===== src/hdl/hill_pkg.sv =====
// ----------------------------------------------------------------------------
// Hill cipher 2x2 mod 26 package
// Word types, register indexes and modulo 26 helper functions.
// ----------------------------------------------------------------------------
`default_nettype none

package hill_pkg;

   localparam int unsigned LETTER_W = 5;
   localparam int unsigned CSR_IDX_W = 3;
   localparam int unsigned CSR_DATA_W = 5;
   localparam logic [LETTER_W-1:0] MODULUS = 5'd26;

   localparam logic [CSR_IDX_W-1:0] CSR_KEY00 = 3'd0;
   localparam logic [CSR_IDX_W-1:0] CSR_KEY01 = 3'd1;
   localparam logic [CSR_IDX_W-1:0] CSR_KEY10 = 3'd2;
   localparam logic [CSR_IDX_W-1:0] CSR_KEY11 = 3'd3;
   localparam logic [CSR_IDX_W-1:0] CSR_DECRYPT = 3'd4;

   typedef struct packed {
      logic [LETTER_W-1:0] letter_first;
      logic [LETTER_W-1:0] letter_second;
      logic                last_pair;
   } req_type;

   typedef struct packed {
      logic [LETTER_W-1:0] out_first;
      logic [LETTER_W-1:0] out_second;
      logic                key_not_invertible;
      logic                end_of_message;
   } rsp_type;

   // Reduces a 5-bit value below 32 into 0..25.
   function automatic logic [LETTER_W-1:0] red26(input logic [LETTER_W-1:0] x);
      red26 = (x >= MODULUS) ? (x - MODULUS) : x;
   endfunction

   // Remainder modulo 26 of an 11-bit value by reciprocal multiplication.
   // The quotient estimate is at most one too low, so one correction suffices.
   function automatic logic [LETTER_W-1:0] mod26(input logic [10:0] x);
      logic [19:0] prod;
      logic [6:0]  quo;
      logic [11:0] rem;
      prod = {9'd0, x} * 20'd315;
      quo = prod[19:13];
      rem = {1'b0, x} - ({5'd0, quo} * 12'd26);
      if (rem >= 12'd26) begin
         rem = rem - 12'd26;
      end
      mod26 = rem[LETTER_W-1:0];
   endfunction

   // Multiplicative inverse modulo 26; zero means there is none.
   function automatic logic [LETTER_W-1:0] inv26(input logic [LETTER_W-1:0] x);
      case (x)
         5'd1:    inv26 = 5'd1;
         5'd3:    inv26 = 5'd9;
         5'd5:    inv26 = 5'd21;
         5'd7:    inv26 = 5'd15;
         5'd9:    inv26 = 5'd3;
         5'd11:   inv26 = 5'd19;
         5'd15:   inv26 = 5'd7;
         5'd17:   inv26 = 5'd23;
         5'd19:   inv26 = 5'd11;
         5'd21:   inv26 = 5'd5;
         5'd23:   inv26 = 5'd17;
         5'd25:   inv26 = 5'd25;
         default: inv26 = 5'd0;
      endcase
   endfunction

endpackage

`default_nettype wire


===== src/hdl/hill_cipher_2x2_mod26_top.sv =====
// ----------------------------------------------------------------------------
// Hill cipher 2x2 mod 26 engine
// Encrypts or decrypts letter pairs with a configured 2x2 key matrix.
// ----------------------------------------------------------------------------
// Usage:
// The key entries and the decrypt mode are written through the csr_ port
// (csr_we, csr_index, csr_wdata); the user must write them only while no word
// is in flight, as the block itself does not enforce it. A pair enters as one
// req_data word at a rising edge where start is high and busy is low. Busy is
// always low: the engine takes one word in every cycle. Each word yields
// exactly one rsp_data word, shown for one cycle with rsp_strobe high. Words
// leave in order. The pipeline steps are key reduction, determinant products,
// residues, inverse lookup, adjugate products, inverse key residues, vector
// products and the final residue.
// In decrypt mode a key without an inverse modulo 26 gives zero letters and
// key_not_invertible set.
// Reset clears the key registers, the mode and all words in flight.
// The receiver cannot stall, so the pipeline always advances.
// ----------------------------------------------------------------------------
`default_nettype none

module hill_cipher_2x2_mod26_top (
   input  wire logic                                 clock,
   input  wire logic                                 reset,
   input  wire logic                                 start,
   output logic                                      busy,
   input  wire hill_pkg::req_type                    req_data,
   output logic                                      rsp_strobe,
   output hill_pkg::rsp_type                         rsp_data,
   input  wire logic                                 csr_we,
   input  wire logic [hill_pkg::CSR_IDX_W-1:0]       csr_index,
   input  wire logic [hill_pkg::CSR_DATA_W-1:0]      csr_wdata
);

   localparam int unsigned W = hill_pkg::LETTER_W;
   localparam int unsigned STAGES = 7;

   logic [W-1:0] key00_ff, key01_ff, key10_ff, key11_ff;
   logic         decrypt_ff;

   logic [STAGES-1:0] valid_ff, valid_in;

   // Stage 1
   logic [W-1:0]   s1_m00_ff, s1_m01_ff, s1_m10_ff, s1_m11_ff;
   logic [W-1:0]   s1_p0_ff, s1_p1_ff;
   logic [2*W-1:0] s1_pa_ff, s1_pb_ff;
   logic           s1_dec_ff, s1_last_ff;
   logic [W-1:0]   s1_m00_in, s1_m01_in, s1_m10_in, s1_m11_in;

   // Stage 2
   logic [W-1:0] s2_m00_ff, s2_m01_ff, s2_m10_ff, s2_m11_ff;
   logic [W-1:0] s2_p0_ff, s2_p1_ff;
   logic [W-1:0] s2_ra_ff, s2_rb_ff;
   logic         s2_dec_ff, s2_last_ff;

   // Stage 3
   logic [W-1:0] s3_m00_ff, s3_m01_ff, s3_m10_ff, s3_m11_ff;
   logic [W-1:0] s3_p0_ff, s3_p1_ff;
   logic [W-1:0] s3_dinv_ff;
   logic         s3_dec_ff, s3_last_ff, s3_bad_ff;
   logic [W-1:0] s3_det_in, s3_dinv_in;

   // Stage 4
   logic [W-1:0]   s4_m00_ff, s4_m01_ff, s4_m10_ff, s4_m11_ff;
   logic [W-1:0]   s4_p0_ff, s4_p1_ff;
   logic [2*W-1:0] s4_q00_ff, s4_q01_ff, s4_q10_ff, s4_q11_ff;
   logic           s4_dec_ff, s4_last_ff, s4_bad_ff;

   // Stage 5
   logic [W-1:0] s5_e00_ff, s5_e01_ff, s5_e10_ff, s5_e11_ff;
   logic [W-1:0] s5_p0_ff, s5_p1_ff;
   logic         s5_last_ff, s5_bad_ff;
   logic [W-1:0] s5_r01_in, s5_r10_in;

   // Stage 6
   logic [2*W:0] s6_sum0_ff, s6_sum1_ff;
   logic         s6_last_ff, s6_bad_ff;

   // Stage 7
   hill_pkg::rsp_type s7_rsp_ff, s7_rsp_in;

   always_ff @(posedge clock) begin
      if (reset) begin
         key00_ff <= '0;
         key01_ff <= '0;
         key10_ff <= '0;
         key11_ff <= '0;
         decrypt_ff <= 1'b0;
      end else if (csr_we) begin
         case (csr_index)
            hill_pkg::CSR_KEY00:   key00_ff <= csr_wdata[W-1:0];
            hill_pkg::CSR_KEY01:   key01_ff <= csr_wdata[W-1:0];
            hill_pkg::CSR_KEY10:   key10_ff <= csr_wdata[W-1:0];
            hill_pkg::CSR_KEY11:   key11_ff <= csr_wdata[W-1:0];
            hill_pkg::CSR_DECRYPT: decrypt_ff <= csr_wdata[0];
            default: ;
         endcase
      end
   end

   assign busy = 1'b0;
   assign valid_in = {valid_ff[STAGES-2:0], start};

   always_ff @(posedge clock) begin
      if (reset) begin
         valid_ff <= '0;
      end else begin
         valid_ff <= valid_in;
      end
   end

   assign s1_m00_in = hill_pkg::red26(key00_ff);
   assign s1_m01_in = hill_pkg::red26(key01_ff);
   assign s1_m10_in = hill_pkg::red26(key10_ff);
   assign s1_m11_in = hill_pkg::red26(key11_ff);

   assign s3_det_in = (s2_ra_ff >= s2_rb_ff) ? (s2_ra_ff - s2_rb_ff)
                                             : (s2_ra_ff + hill_pkg::MODULUS - s2_rb_ff);
   assign s3_dinv_in = hill_pkg::inv26(s3_det_in);

   assign s5_r01_in = hill_pkg::mod26({1'b0, s4_q01_ff});
   assign s5_r10_in = hill_pkg::mod26({1'b0, s4_q10_ff});

   always_comb begin
      s7_rsp_in.out_first = s6_bad_ff ? '0 : hill_pkg::mod26(s6_sum0_ff);
      s7_rsp_in.out_second = s6_bad_ff ? '0 : hill_pkg::mod26(s6_sum1_ff);
      s7_rsp_in.key_not_invertible = s6_bad_ff;
      s7_rsp_in.end_of_message = s6_last_ff;
   end

   always_ff @(posedge clock) begin
      s1_m00_ff <= s1_m00_in;
      s1_m01_ff <= s1_m01_in;
      s1_m10_ff <= s1_m10_in;
      s1_m11_ff <= s1_m11_in;
      s1_p0_ff <= hill_pkg::red26(req_data.letter_first);
      s1_p1_ff <= hill_pkg::red26(req_data.letter_second);
      s1_pa_ff <= {{W{1'b0}}, s1_m00_in} * {{W{1'b0}}, s1_m11_in};
      s1_pb_ff <= {{W{1'b0}}, s1_m01_in} * {{W{1'b0}}, s1_m10_in};
      s1_dec_ff <= decrypt_ff;
      s1_last_ff <= req_data.last_pair;

      s2_m00_ff <= s1_m00_ff;
      s2_m01_ff <= s1_m01_ff;
      s2_m10_ff <= s1_m10_ff;
      s2_m11_ff <= s1_m11_ff;
      s2_p0_ff <= s1_p0_ff;
      s2_p1_ff <= s1_p1_ff;
      s2_ra_ff <= hill_pkg::mod26({1'b0, s1_pa_ff});
      s2_rb_ff <= hill_pkg::mod26({1'b0, s1_pb_ff});
      s2_dec_ff <= s1_dec_ff;
      s2_last_ff <= s1_last_ff;

      s3_m00_ff <= s2_m00_ff;
      s3_m01_ff <= s2_m01_ff;
      s3_m10_ff <= s2_m10_ff;
      s3_m11_ff <= s2_m11_ff;
      s3_p0_ff <= s2_p0_ff;
      s3_p1_ff <= s2_p1_ff;
      s3_dinv_ff <= s3_dinv_in;
      s3_bad_ff <= s2_dec_ff && (s3_dinv_in == '0);
      s3_dec_ff <= s2_dec_ff;
      s3_last_ff <= s2_last_ff;

      s4_m00_ff <= s3_m00_ff;
      s4_m01_ff <= s3_m01_ff;
      s4_m10_ff <= s3_m10_ff;
      s4_m11_ff <= s3_m11_ff;
      s4_p0_ff <= s3_p0_ff;
      s4_p1_ff <= s3_p1_ff;
      s4_q00_ff <= {{W{1'b0}}, s3_m11_ff} * {{W{1'b0}}, s3_dinv_ff};
      s4_q11_ff <= {{W{1'b0}}, s3_m00_ff} * {{W{1'b0}}, s3_dinv_ff};
      s4_q01_ff <= {{W{1'b0}}, s3_m01_ff} * {{W{1'b0}}, s3_dinv_ff};
      s4_q10_ff <= {{W{1'b0}}, s3_m10_ff} * {{W{1'b0}}, s3_dinv_ff};
      s4_bad_ff <= s3_bad_ff;
      s4_dec_ff <= s3_dec_ff;
      s4_last_ff <= s3_last_ff;

      if (s4_dec_ff) begin
         s5_e00_ff <= hill_pkg::mod26({1'b0, s4_q00_ff});
         s5_e11_ff <= hill_pkg::mod26({1'b0, s4_q11_ff});
         s5_e01_ff <= (s5_r01_in == '0) ? '0 : (hill_pkg::MODULUS - s5_r01_in);
         s5_e10_ff <= (s5_r10_in == '0) ? '0 : (hill_pkg::MODULUS - s5_r10_in);
      end else begin
         s5_e00_ff <= s4_m00_ff;
         s5_e11_ff <= s4_m11_ff;
         s5_e01_ff <= s4_m01_ff;
         s5_e10_ff <= s4_m10_ff;
      end
      s5_p0_ff <= s4_p0_ff;
      s5_p1_ff <= s4_p1_ff;
      s5_bad_ff <= s4_bad_ff;
      s5_last_ff <= s4_last_ff;

      s6_sum0_ff <= ({{(W+1){1'b0}}, s5_e00_ff} * {{(W+1){1'b0}}, s5_p0_ff})
                  + ({{(W+1){1'b0}}, s5_e01_ff} * {{(W+1){1'b0}}, s5_p1_ff});
      s6_sum1_ff <= ({{(W+1){1'b0}}, s5_e10_ff} * {{(W+1){1'b0}}, s5_p0_ff})
                  + ({{(W+1){1'b0}}, s5_e11_ff} * {{(W+1){1'b0}}, s5_p1_ff});
      s6_bad_ff <= s5_bad_ff;
      s6_last_ff <= s5_last_ff;

      s7_rsp_ff <= s7_rsp_in;
   end

   assign rsp_strobe = valid_ff[STAGES-1];
   assign rsp_data = s7_rsp_ff;

endmodule

`default_nettype wire

===== config.mk =====
export PLATFORM = sky130hd
export DESIGN_NAME = hill_cipher_2x2_mod26_top
export DESIGN_NICKNAME = d
export VERILOG_FILES = /design/src/hdl/hill_pkg.sv /design/src/hdl/hill_cipher_2x2_mod26_top.sv
export SDC_FILE = /design/constraint.sdc
export NUM_CORES = 1
export LEC_CHECK = 0
export BUFFER_PORTS_ARGS = -buffer_cell sky130_fd_sc_hd__buf_2
export CORE_ASPECT_RATIO = 0.6
export CORE_MARGIN = 1.5
export CORE_UTILIZATION = 40
export DETAILED_ROUTE_END_ITERATION = 7
export PLACE_DENSITY = 0.53
export SETUP_SLACK_MARGIN = 0.15
export SYNTH_ARGS = -nofsm -noshare
export SYNTH_HDL_FRONTEND = slang
export SYNTH_SLANG_ARGS = --single-unit

===== constraint.sdc =====
create_clock -name clock -period 10 [get_ports clock]
set_clock_uncertainty 0.05 [all_clocks]
set_input_delay 2 -clock clock [delete_from_list [all_inputs] [get_ports clock]]
set_output_delay 2 -clock clock [all_outputs]
set_load 0.03 [all_outputs]

-- Word-level counts from Yosys, hierarchy flattened
Memory sizes are Yosys's and may differ from the RTL's.
Cells that the tools add are included.
- word-level logic and storage cells: 171
- memories: 1
- bits in read-only memories: 160
- register bits: 301
- output and inout port bits: 14
- memories (name ; words ; bits a word ; read ports ; clocked after memory_dff ; wr ports ; line ; source):
    (name not given) ; 32 ; 5 ; 1 ; 0 ; 0 ; hill_pkg.sv:55 ; case (x)
- add/subtract/negate cells: 29
- reduce and logical (&&, ||, !) cells: 10
- muxes and demuxes: 21
- $mul: 26
- $lt $le $gt $ge: 15
- equal/unequal tests: 4
- operator list (operator ; count):
    multiplier 10 x 9 -> 19 bit (second input constant) ; 6
    2-to-1 mux 5 bit ; 21
    multiplier 5 x 5 -> 10 bit ; 10
    greater-or-equal comparator 12 x 5 -> 1 bit (second input constant) ; 8
    subtractor 10 x 11 -> 12 bit ; 6
    subtractor 5 bit (second input constant) ; 14
    multiplier 6 x 4 -> 10 bit (second input constant) ; 6
    multiplier 11 x 9 -> 20 bit (second input constant) ; 2
    greater-or-equal comparator 5 bit (second input constant) ; 6
    subtractor 11 x 12 -> 12 bit ; 2
    adder 10 x 10 -> 11 bit ; 2
    multiplier 7 x 4 -> 11 bit (second input constant) ; 2
    zero test 5 bit ; 3
    AND reduction 2 bit ; 5
    subtractor 5 bit ; 2
    subtractor 5 bit (first input constant) ; 2
    == test 3 x 2 -> 1 bit (second input constant) ; 2
    adder 5 bit (second input constant) ; 1
    greater-or-equal comparator 5 bit ; 1
    == test 3 x 1 -> 1 bit (second input constant) ; 1
    == test 3 bit (second input constant) ; 1
    zero test 3 bit ; 1
    logical AND 1 bit ; 1

-- Longest topological paths before layout
- depth in word-level cells: 8
- depth in mapped cells: 39

-- Least setup slack after synthesis
OpenSTA, ideal clock, no wires.
- path kind: flip-flop to flip-flop
- start point: register s4_q01_ff[6]
- end point: register s5_e01_ff[4]
- path slack: 1661 ps
- cell stages (with the launch flop): 33
- clock period less this slack: 8339 ps
- arrival time: 8201 ps
- buffers on the path: 0
- library setup time: 88 ps
- path through: dfxtp_1 > inv_1 > fa_1 > inv_1 > ha_1 > fa_1 > inv_1 > fa_1 > inv_1 > ha_1 > a21o_1 > a221o_1 > o41a_1 > a21o_1 > a21oi_1 > xnor2_1 > fa_1 > inv_1 > ha_1 > a21o_1 > a21oi_1 > o21bai_1 > a21oi_1 > xor2_1 > ha_1 > o21a_1 > o221ai_1 > a2111o_2 > nor4_4 > xor2_1 > ha_1 > o311a_1 > a311oi_2
- cells in the longest elaborated chain, start to end: 8
- RTL lines (what ; line ; source):
    from (decl) ; hill_cipher_2x2_mod26_top.sv:66 ; logic [2*W-1:0] s4_q00_ff, s4_q01_ff, s4_q10_ff, s4_q11_ff;
    from (signal assigned) ; hill_cipher_2x2_mod26_top.sv:173 ; s4_q01_ff <= {{W{1'b0}}, s3_m01_ff} * {{W{1'b0}}, s3_dinv_ff};
    multiplier 10 x 9 -> 19 bit ; hill_pkg.sv:44 ; prod = {9'd0, x} * 20'd315;
    multiplier 6 x 4 -> 10 bit ; hill_pkg.sv:46 ; rem = {1'b0, x} - ({5'd0, quo} * 12'd26);
    subtractor 10 x 11 -> 12 bit * ; hill_pkg.sv:46 ;
    greater-or-equal comparator 12 x 5 -> 1 bit or subtractor 5 bit (tied branches) ; hill_pkg.sv:47, hill_pkg.sv:48 ;
    2-to-1 mux 5 bit * ; hill_pkg.sv:47 ; if (rem >= 12'd26) begin
    subtractor 5 bit or zero test 5 bit (tied branches) ; hill_cipher_2x2_mod26_top.sv:182 ; s5_e01_ff <= (s5_r01_in == '0) ? '0 : (hill_pkg::MODULUS - s5_r01_in);
    2-to-1 mux 5 bit * ; hill_cipher_2x2_mod26_top.sv:182 ;
    2-to-1 mux 5 bit * ; hill_cipher_2x2_mod26_top.sv:179 ; if (s4_dec_ff) begin
    to (signal assigned) ; hill_cipher_2x2_mod26_top.sv:182 ;
    to (signal assigned) ; hill_cipher_2x2_mod26_top.sv:187 ; s5_e01_ff <= s4_m01_ff;
    to (decl) ; hill_cipher_2x2_mod26_top.sv:70 ; logic [W-1:0] s5_e00_ff, s5_e01_ff, s5_e10_ff, s5_e11_ff;
Every way passes the cells marked *; elsewhere a longest branch is shown, timed or not.
A chain may end at the register's enable or synchronous reset.

-- Worst setup path in the final report
- start point: register s4_q10_ff[6]
- end point: register s5_e10_ff[4]
- cells in the longest elaborated chain, start to end: 8
- RTL lines (what ; line ; source):
    from (decl) ; hill_cipher_2x2_mod26_top.sv:66 ;
    from (signal assigned) ; hill_cipher_2x2_mod26_top.sv:174 ; s4_q10_ff <= {{W{1'b0}}, s3_m10_ff} * {{W{1'b0}}, s3_dinv_ff};
    multiplier 10 x 9 -> 19 bit ; hill_pkg.sv:44 ;
    multiplier 6 x 4 -> 10 bit ; hill_pkg.sv:46 ;
    subtractor 10 x 11 -> 12 bit * ; hill_pkg.sv:46 ;
    greater-or-equal comparator 12 x 5 -> 1 bit or subtractor 5 bit (tied branches) ; hill_pkg.sv:47, hill_pkg.sv:48 ;
    2-to-1 mux 5 bit * ; hill_pkg.sv:47 ;
    subtractor 5 bit or zero test 5 bit (tied branches) ; hill_cipher_2x2_mod26_top.sv:183 ; s5_e10_ff <= (s5_r10_in == '0) ? '0 : (hill_pkg::MODULUS - s5_r10_in);
    2-to-1 mux 5 bit * ; hill_cipher_2x2_mod26_top.sv:183 ;
    2-to-1 mux 5 bit * ; hill_cipher_2x2_mod26_top.sv:179 ;
    to (signal assigned) ; hill_cipher_2x2_mod26_top.sv:183 ;
    to (signal assigned) ; hill_cipher_2x2_mod26_top.sv:188 ; s5_e10_ff <= s4_m10_ff;
    to (decl) ; hill_cipher_2x2_mod26_top.sv:70 ;
Marks and branches as above.

==> metrics.csv <==
metric,value,unit
pre-CTS setup slack,0.7619,ns
placed cells,4908,
crit path launch type,flop,
R2R Path End,s5_e10_ff[4]$_DFF_P_,
GP Congestion,0.8235,
CTS H-Tree Depth,2,
Ant. Diodes,0,
Slew @ Worst Pin,1.040,ns
Final Non-Filler Cells,4970,
grt ovf,0,
# DRC,0,
Hold Path Sink,s3_m11_ff[3]$_DFF_P_,
pins over their slew limit,0,
R2R depth,36,
cell taking the most area after synthesis,ha_1,
FF+latch area,6026,um2
Fill cells,8572,
Main synth FF type,dfxtp_1,
GRT Resource Usage Total,0.1638,
top cell type's share of synthesized area,0.2670,
#FFs+latches synth,301,
Pwr Density,89.05,nW/um2
Final Core Density,0.4352,
Setup CP Type,reg -> reg,
crit path time final,9.093,ns
Skew-Pair Late Insertion Delay,0.57,ns
unrepaired setup endpoints after global routing,no,
Final setup viols,0,
Slew headroom,0.3005,
drt wl/cell,14.07,um
Synth Net Count,4895,
hold_sp,s2_m11_ff[3]$_DFF_P_,
reg2reg setup slack,0.91,ns
fin crit share,0.9093,
WP data arrival,9.48,ns
r2r startpoint,s4_q10_ff[6]$_DFF_P_,
"Async S/R FF share, synth",0,
area delta synth->final,7.825,%
Synth area leaders,"ha_1 (27%), fa_1 (22%), dfxtp_1 (17%)",
detailed placer's ending HPWL,59.60,mm
Worst Hold Class,reg -> reg,
Leak,20.94,nW
IO Count,37,
first-pass GRT wire length,121.0,mm
largest net degree at the start of global routing,29,
CTS buffer count,35,
vias,23113,
Iter 0 DRT Violations,1017,
initial antenna violation count,2,
area of the multi-input gates,25980,um2
Die ar.,90200,um2
post_cts resized,0,
max_cap viols,0,
CTS tree,yes,
CTS Root Buffer Type,clkbuf_16,
share of layout cells above drive strength 1,0.03518,
Synth Cell Area,35340,um2
post-DR vias/cell,4.651,
worst-path cell with the longest stage delay,fa_1,
Post-CTS Repair Setup Buffers,0,
post-route ant nets,0,
DRT Wirelength,69.91,mm
placeable core region,87550,um2
maximum vdd drop,0.00009035,V
top post-synthesis cells by count,"inv_1 (860), ha_1 (754), fa_1 (385)",
Starting Density,0.4036,
Pwr Total,3.393,mW
final worst setup slack,0.9070,ns
WP data required,10.38,ns
Final Net Count,4946,
Die X,386.7,um
Core Rows,84,
CTS Sinks,301,
delay of the slowest critical-path stage,0.56,ns
vias in the first global route,23174,
most frequent cell after synthesis,inv_1,
CP endpoint kind,flop,
post-synthesis cell count,3733,
Netlist cell types,81,
Ys Warns,0,
first drt pass iteration count,5,
I/O Buffers,35,
clock transition at the registers of the reported paths,0.07,ns
setup TNS,0,ns
Post-synth EDFFs,0,
hold-fix buffers at CTS,0,
Die Span Y,233.2,um
outcome,finished clean,
worst-path maximum fanout,7,
Final Hold Viols,0,
Clock Path Buffers,3,
FMAX,0.1100,GHz
Hold Path Stages,0,
sequential fraction of the synthesis area,0.1705,
"Avg Cell Area, Syn",9.467,um2
## cell usage in the layout, fill, tap and decap left out, types with 43 or more instances in the layout
master,synthesis,routed
inv_1,860,860
ha_1,754,754
fa_1,385,385
dfxtp_1,301,301
nor2_1,163,163
a21oi_1,156,156
nand2_1,146,146
and2_1,140,139
xnor2_1,126,126
xor2_1,67,67
o21ai_0,58,58
nor2b_1,54,54
a21o_1,49,49
o21bai_1,43,43
## through the flow
stage,cell area (um2),hold slack (ns)
2_1_floorplan,35340,0.2596
5_1_grt,38100,0.2740
6_report,38100,0.2674
4_1_cts,38100,0.2709
3_3_place_gp,36920,0.2597
3_5_place_dp,36920,0.2621
## worst max-delay path, delay by kind of cell (launching register included)
family / cells / cell delay [ns]
and+or+nand+nor: 4 / 0.80
xor gates and xnor gates: 3 / 0.54
AOI/OAI and AO/OA: 12 / 2.24
muxes: 3 / 0.79
adders and majority gates: 9 / 3.69
DFF: 1 / 0.49
buffers and inverters: 5 / 0.36
## cell families (layout without fill, tap and decap cells)
kind of cell,count (synthesis),in the layout,synth area share
adder cells (fa/ha/maj),1139,1139,0.4851
XOR/XNOR,193,193,0.04783
AO/OA/AOI/OAI,504,504,0.09312
AND/OR/NAND/NOR,665,665,0.09648
buffers and inverters,890,966,0.09475
flip-flops,301,301,0.1705
other,1,1,0.0001061
multiplexers,40,40,0.01214
## where the power goes
part,total [mW],internal [mW],switching (mW)
clock,1.31,0.715,0.594
combinational,0.774,0.317,0.457
sequential,1.31,1.26,0.0531
total,3.39,2.29,1.10
## sequential cells by signal (all words and copies together) (netlist names), 7 cells and up
register / cells
s4_q11_ff: 10
s6_sum0_ff: 11
s4_q01_ff: 10
s1_pb_ff: 10
s4_q10_ff: 10
s6_sum1_ff: 11
s1_pa_ff: 10
s4_q00_ff: 10
rsp_data: 12
valid_ff: 7
## final cells by class
class | count | share of cell area
multi-input combinational | 2542 | 0.6818
sequential | 301 | 0.1581
clock buffer | 38 | 0.02381
tap | 1161 | 0.03812
timing repair buffer | 43 | 0.006173
inverter | 861 | 0.08482
clock inverter | 24 | 0.007125
## per-layer routing
metal  GRT usage  vias up  routed length, um
met3     0.02391       40               2408
met4     0.02248        0                601
met2      0.2123      219              24080
met5           0        -                  0
li1            -    12137                  -
met1      0.2777    10717              42820
## how the worst max path moves through the flow
stage | depth (start not counted) | startpoint | endpoint | slack, ns
floorplan | 32 | s4_q01_ff[6]$_DFF_P_ | s5_e01_ff[4]$_DFF_P_ | 1.66
global placement | 34 | s4_q10_ff[6]$_DFF_P_ | s5_e10_ff[4]$_DFF_P_ | 0.90
detailed placement | 34 | s4_q10_ff[6]$_DFF_P_ | s5_e10_ff[4]$_DFF_P_ | 0.76
CTS | 34 | s4_q10_ff[6]$_DFF_P_ | s5_e10_ff[4]$_DFF_P_ | 0.70
global route | 36 | s4_q10_ff[6]$_DFF_P_ | s5_e10_ff[4]$_DFF_P_ | 0.26
finish | 36 | s4_q10_ff[6]$_DFF_P_ | s5_e10_ff[4]$_DFF_P_ | 0.91
(Power assumes the default switching activity.)
